<file path="config.mk">
export PLATFORM = sky130hd
export DESIGN_NAME = sorted_insert_priority_queue_core
export DESIGN_NICKNAME = d
export VERILOG_FILES = /design/src/sipq_pkg.sv /design/src/sipq_cell.sv /design/src/sorted_insert_priority_queue_core.sv
export SDC_FILE = /design/constraint.sdc
export NUM_CORES = 2
export LEC_CHECK = 0
export BUFFER_PORTS_ARGS = -buffer_cell sky130_fd_sc_hd__buf_2
export CORE_ASPECT_RATIO = 1.75
export CORE_MARGIN = 4
export CORE_UTILIZATION = 57
export CTS_CLUSTER_SIZE = 25
export DETAILED_ROUTE_END_ITERATION = 16
export PLACE_DENSITY = 0.78
export SLEW_MARGIN = 20
export SYNTH_ARGS = -nofsm -noshare
export SYNTH_HDL_FRONTEND = slang
export SYNTH_SLANG_ARGS = --single-unit
export TNS_END_PERCENT = 5
</file>
<file path="constraint.sdc">
create_clock -name clk -period 5 [get_ports clk]
set_input_delay 0.5 -clock clk [delete_from_list [all_inputs] [get_ports clk]]
set_output_delay 0.5 -clock clk [all_outputs]
set_load 0.02 [all_outputs]
</file>
<file path="src/sipq_pkg.sv">
`timescale 1ns / 1ps

package sipq_pkg;

    localparam int DEPTH_DEFAULT = 16;
    localparam int KEY_BITS      = 16;
    localparam int PAYLOAD_BITS  = 32;
    localparam int STATUS_BITS   = 2;
    localparam int FILL_BITS     = 5;

    // request kinds
    localparam logic KIND_INSERT = 1'b0;
    localparam logic KIND_REMOVE = 1'b1;

    // result status codes
    localparam logic [STATUS_BITS-1:0] ST_DONE  = 2'd0;
    localparam logic [STATUS_BITS-1:0] ST_FULL  = 2'd1;
    localparam logic [STATUS_BITS-1:0] ST_EMPTY = 2'd2;

    typedef struct packed {
        logic                    kind;
        logic [KEY_BITS-1:0]     entry_key;
        logic [PAYLOAD_BITS-1:0] entry_payload;
    } req_t;

    typedef struct packed {
        logic [STATUS_BITS-1:0]  status;
        logic [KEY_BITS-1:0]     head_key;
        logic [PAYLOAD_BITS-1:0] head_payload;
        logic [FILL_BITS-1:0]    fill_count;
    } rsp_t;

    // one stored entry
    typedef struct packed {
        logic [KEY_BITS-1:0]     key;
        logic [PAYLOAD_BITS-1:0] payload;
    } entry_t;

    // broadcast to every cell
    typedef struct packed {
        logic   ins;    // insert that goes ahead
        logic   rem;    // remove that goes ahead
        entry_t fresh;  // entry being inserted
    } cell_ctrl_t;

endpackage

</file>
<file path="src/sipq_cell.sv">
`timescale 1ns / 1ps

// One slot of the sorted row.
module sipq_cell
(
    input  logic                clk,
    input  sipq_pkg::cell_ctrl_t ctrl,
    input  logic                occupied,   // slot holds a live entry
    input  logic                at_tail,    // first free slot
    input  logic                left_gt,    // left neighbour key > new key
    input  sipq_pkg::entry_t    left_entry,
    input  sipq_pkg::entry_t    right_entry,
    output logic                gt,
    output sipq_pkg::entry_t    entry
);

    sipq_pkg::entry_t entry_reg;
    sipq_pkg::entry_t entry_next;

    assign gt    = occupied && (entry_reg.key > ctrl.fresh.key);
    assign entry = entry_reg;

    always_comb
    begin
        entry_next = entry_reg;
        if (ctrl.ins)
        begin
            if (left_gt)
            begin
                entry_next = left_entry;      // shift away from head
            end
            else if (gt || at_tail)
            begin
                entry_next = ctrl.fresh;      // insertion point
            end
        end
        else if (ctrl.rem)
        begin
            entry_next = right_entry;         // shift towards head
        end
    end

    always_ff @(posedge clk)
    begin
        entry_reg <= entry_next;
    end

endmodule

</file>
<file path="src/sorted_insert_priority_queue_core.sv">
`timescale 1ns / 1ps

// Sorted priority queue of up to DEPTH entries (key + payload), ordered by
// key with the smallest at the head; equal keys leave first-in first-out.
// Each request item (insert or remove) gives exactly one result item with a
// status, the removed head on a successful remove, and the fill count after
// the step. Inserting when full or removing when empty reports a status and
// leaves the queue untouched. The entries live in a row of cells; every cell
// compares its key with the incoming one in parallel and shifts, loads or
// holds, so every cell of the row is updated in the same cycle. Throughput is
// one item per cycle unless a stalled result stalls new requests; the
// result is held in an output register from the cycle after acceptance.
module sorted_insert_priority_queue_core
#(
    parameter int DEPTH = sipq_pkg::DEPTH_DEFAULT
)
(
    input  logic            clk,
    input  logic            rst_n,
    input  logic            req_valid,
    output logic            req_stall,
    input  sipq_pkg::req_t  req,
    output logic            rsp_valid,
    input  logic            rsp_stall,
    output sipq_pkg::rsp_t  rsp
);

    localparam int OCC_W = $clog2(DEPTH + 1);

    logic [OCC_W-1:0] occ_reg;
    logic [OCC_W-1:0] occ_next;
    logic             rsp_valid_reg;
    sipq_pkg::rsp_t   rsp_reg;
    sipq_pkg::rsp_t   rsp_next;

    logic                 accept;
    logic                 full;
    logic                 empty;
    sipq_pkg::cell_ctrl_t ctrl;

    logic             [DEPTH-1:0] cell_gt;
    sipq_pkg::entry_t             cell_entry [DEPTH];
    logic             [OCC_W+sipq_pkg::FILL_BITS-1:0] fill_wide;

    // Result register frees up when taken, so one item per cycle flows.
    assign req_stall = rsp_valid_reg && rsp_stall;
    assign accept    = req_valid && !req_stall;
    assign rsp_valid = rsp_valid_reg;
    assign rsp       = rsp_reg;

    assign full  = (occ_reg == OCC_W'(DEPTH));
    assign empty = (occ_reg == '0);

    always_comb
    begin
        ctrl.ins           = accept && (req.kind == sipq_pkg::KIND_INSERT) && !full;
        ctrl.rem           = accept && (req.kind == sipq_pkg::KIND_REMOVE) && !empty;
        ctrl.fresh.key     = req.entry_key;
        ctrl.fresh.payload = req.entry_payload;
    end

    // Row of cells; head at index 0.
    for (genvar i = 0; i < DEPTH; i++)
    begin : g_cell
        logic             left_gt;
        sipq_pkg::entry_t left_entry;
        sipq_pkg::entry_t right_entry;

        if (i == 0)
        begin : g_head
            assign left_gt    = 1'b0;
            assign left_entry = ctrl.fresh;
        end
        else
        begin : g_mid
            assign left_gt    = cell_gt[i-1];
            assign left_entry = cell_entry[i-1];
        end

        if (i == DEPTH - 1)
        begin : g_last
            assign right_entry = cell_entry[i];
        end
        else
        begin : g_inner
            assign right_entry = cell_entry[i+1];
        end

        sipq_cell u_cell
        (
            .clk         (clk),
            .ctrl        (ctrl),
            .occupied    (occ_reg > OCC_W'(i)),
            .at_tail     (occ_reg == OCC_W'(i)),
            .left_gt     (left_gt),
            .left_entry  (left_entry),
            .right_entry (right_entry),
            .gt          (cell_gt[i]),
            .entry       (cell_entry[i])
        );
    end

    always_comb
    begin
        occ_next = occ_reg;
        if (ctrl.ins)
        begin
            occ_next = occ_reg + OCC_W'(1);
        end
        else if (ctrl.rem)
        begin
            occ_next = occ_reg - OCC_W'(1);
        end
    end

    assign fill_wide = {{sipq_pkg::FILL_BITS{1'b0}}, occ_next};

    always_comb
    begin
        rsp_next.status       = sipq_pkg::ST_DONE;
        rsp_next.head_key     = '0;
        rsp_next.head_payload = '0;
        rsp_next.fill_count   = fill_wide[sipq_pkg::FILL_BITS-1:0];
        if (req.kind == sipq_pkg::KIND_INSERT)
        begin
            if (full)
            begin
                rsp_next.status = sipq_pkg::ST_FULL;
            end
        end
        else if (empty)
        begin
            rsp_next.status = sipq_pkg::ST_EMPTY;
        end
        else
        begin
            rsp_next.head_key     = cell_entry[0].key;
            rsp_next.head_payload = cell_entry[0].payload;
        end
    end

    always_ff @(posedge clk or negedge rst_n)
    begin
        if (!rst_n)
        begin
            occ_reg       <= '0;
            rsp_valid_reg <= 1'b0;
        end
        else
        begin
            occ_reg <= occ_next;
            if (accept)
            begin
                rsp_valid_reg <= 1'b1;
            end
            else if (!rsp_stall)
            begin
                rsp_valid_reg <= 1'b0;
            end
        end
    end

    always_ff @(posedge clk)
    begin
        if (accept)
        begin
            rsp_reg <= rsp_next;
        end
    end

    // Occupancy never runs past the row.
    a_occ_bound: assert property (@(posedge clk) disable iff (!rst_n)
        occ_reg <= OCC_W'(DEPTH))
        else $error("occupancy above depth");

    // An accepted item always leaves a result behind.
    a_rsp_follows: assert property (@(posedge clk) disable iff (!rst_n)
        accept |=> rsp_valid)
        else $error("result missing after accept");

    // Empty refusal only when nothing is stored.
    a_empty_fill: assert property (@(posedge clk) disable iff (!rst_n)
        (rsp_valid && rsp.status == sipq_pkg::ST_EMPTY) |-> (rsp.fill_count == '0))
        else $error("empty status with entries stored");

    // Queue contents change only on an accepted item.
    a_occ_hold: assert property (@(posedge clk) disable iff (!rst_n)
        !accept |=> $stable(occ_reg))
        else $error("occupancy moved without an item");

endmodule
</file>
==> results.json <==
{
  "status": "completed",
  "final_util": 0.631,
  "relSlewSlack": 0.201,
  "critPathKind": "register to register",
  "cts_tree": "done",
  "yosysMostFrequentCell": "nand2_1",
  "syn_nets": 4677,
  "hpwl_um": 113000,
  "powerDensity_mw_per_mm2": 481,
  "max_stage_delay_ns": 0.75,
  "synth-edff-count": 823,
  "die_h_um": 386,
  "synth_largest_area_cell": "edfxtp_1",
  "fmax_ghz": 0.253,
  "htreeDepth": 3,
  "ant_nets": 0,
  "crit_fanout": 77,
  "drcViolationCount": 0,
  "p_leak_nw": 18.1,
  "numClockSinks": 829,
  "clk_pin_slew_ns": 0.07,
  "final_max_slew_viol_count": 0,
  "avgSynthCellArea_um2": 10.7,
  "end_kind": "register",
  "row_count": 138,
  "yosys-top-cells-area": "edfxtp_1, a221o_1, nand2_1",
  "antenna_found_initial": 16,
  "grt_pass1_wl_um": 261000,
  "grt_pass1_vias": 40500,
  "vias_per_cell": 7.67,
  "drive_gt1_frac": 0.108,
  "cp_slowest_cell": "buf_4",
  "hold_class": "primary input to register",
  "cpMostUsedCell": "buf_4",
  "synth_top_area_frac": 0.530,
  "setup_viol": 0,
  "ctsResizeCount": 0,
  "first_iter_violations": 6584,
  "finalCritPeriodShare": 0.790,
  "routabilityCongestion": 1.10,
  "yosysWarningCount": 0,
  "clockBufferDepth": 3,
  "synth_seq_cells": 829,
  "total_power_mw": 24.6,
  "tightest_slew_ns": 1.19,
  "num_vias": 41300,
  "yosysSeqAreaShare": 0.534,
  "period_needed_ns": 3.95,
  "routed_wl_um": 180000,
  "critPathLaunchType": "register",
  "synth_cell_types": 57,
  "path_cells": "inv_1, ha_1, and3_1, nor3_4, buf_4, buf_4, buf_4, nand2_1, nor3_1, a221o_1",
  "synthFlopType": "edfxtp_1",
  "die_w_um": 224,
  "syn_inst": 4363,
  "area_growth_pct": 9.67,
  "grt-ovfl-total": 0,
  "critPathRequiredTime_ns": 5.54,
  "syn-cell-area_mm2": 0.0466,
  "synth-async-reset-ratio": 0.00724,
  "grt_max_degree": 218,
  "routedWlPerCell_um": 33.4,
  "cts_setup_buffers": 0,
  "synth_common_cells": "nand2_1, edfxtp_1, nor3_1, a221o_1, o211ai_1",
  "nets": 4574,
  "cts_root_buffer": "clkbuf_16",
  "initial_core_util": 0.575,
  "cap_violations": 0,
  "rsz0062_at_grt": "false",
  "io_buffers": 109,
  "hold_viol_final": 0,
  "cp.arrival_ns": 4.49,
  "fin_skew_ns": 0.0402,
  "die-area_mm2": 0.0866,
  "grtUsageTotal": 0.406,
  "largest_register_ffs": 768,
  "drtPass1Iterations": 9,
  "cts_buffers": 78,
  "vdd_drop_max_mv": 0.419,
  "hold_ws_ns": 0.0705,
  "pin_count": 110,
  "critPathBufInv": 4,
  "clk_latency_ns": 0.71,
  "core-area_mm2": 0.0810,
  "critPathTopFamily": "buffers and inverters"
}
## final cells by class
class / count / area (um2)
inverters: 49 / 184
flip-flops and latches: 829 / 24900
repair buffers: 243 / 1830
clock inverters: 49 / 633
clock buffers: 94 / 2050
fillers: 6413 / 29900
multi-input cells: 3059 / 20200
diodes: 12 / 30.0
well taps: 1050 / 1310
## routing by layer
layer | global-route usage | routed length (um) | vias to the layer above
met4 | 0.400 | 22100 | 6
met2 | 0.633 | 82300 | 3539
met3 | 0.114 | 20500 | 1173
li1 | - | - | 16900
met5 | 0.00806 | 124 | -
met1 | 0.435 | 54600 | 19700
## cells in the final DEF, fill, tap and decap left out, drive strengths merged, types with 32 or more instances in the layout
| master | synthesis | final |
|---|---|---|
| a21oi | 114 | 114 |
| inv | 49 | 51 |
| o211ai | 288 | 288 |
| nor2 | 46 | 46 |
| buf | 165 | 242 |
| nor3 | 382 | 382 |
| a221o | 380 | 380 |
| o21ai | 45 | 45 |
| nand2 | 900 | 900 |
| nand4 | 183 | 183 |
| clkbuf | 261 | 94 |
| mux2 | 48 | 48 |
| edfxtp | 823 | 823 |
| ha | 261 | 261 |
| and3 | 52 | 52 |
| and2 | 38 | 38 |
| nand3 | 167 | 167 |
| clkinv | 0 | 32 |
## final timing paths
path	startpoint	end	slack, ns	cells past startpoint
max	occ_reg[1]	g_cell[10].u_cell.entry[37]	1.05	10
max in group asynchronous	rst_n	rsp_valid	4.56	2
max reg2reg	occ_reg[1]	g_cell[10].u_cell.entry[37]	1.05	10
min	req_valid	rsp_valid	0.07	2
min in group asynchronous	rst_n	occ_reg[2]	0.26	2
min reg2reg	g_cell[1].u_cell.entry[1]	g_cell[0].u_cell.entry[1]	0.55	2
## power by group
group / internal (mW) / switching [mW]
registers: 9.29 / 0.913
logic: 2.11 / 5.73
clock network: 3.64 / 2.89
## metrics by stage
step / setup slack, ns / setup TNS (ns) / std cells / cell area (um2)
CTS: 1.21 / 0 / 5371 / 51000
detailed placement: 0.586 / 0 / 5227 / 48300
global route: 1.01 / 0 / 5376 / 51100
global placement: 0.602 / 0 / 5227 / 48300
finish: 1.05 / 0 / 5385 / 51100
floorplan: -0.587 / -299.38 / 4363 / 46600
## cells by family after synthesis
group | after synthesis | share of synthesized area
simple gates | 1817 | 0.179
compound gates | 930 | 0.163
flops | 829 | 0.534
buf+inv | 475 | 0.0418
fa+ha+maj | 261 | 0.0701
mux | 48 | 0.0116
xor+xnor | 3 | 0.000564
## timing repair
| action | in CTS | in global routing |
|---|---|---|
| hold buffers | 1 | 0 |
| endpoints found under the hold margin | 6 | 0 |
| setup endpoints to repair | 0 | 0 |
No activity file was read; power rests on OpenSTA's default activity.
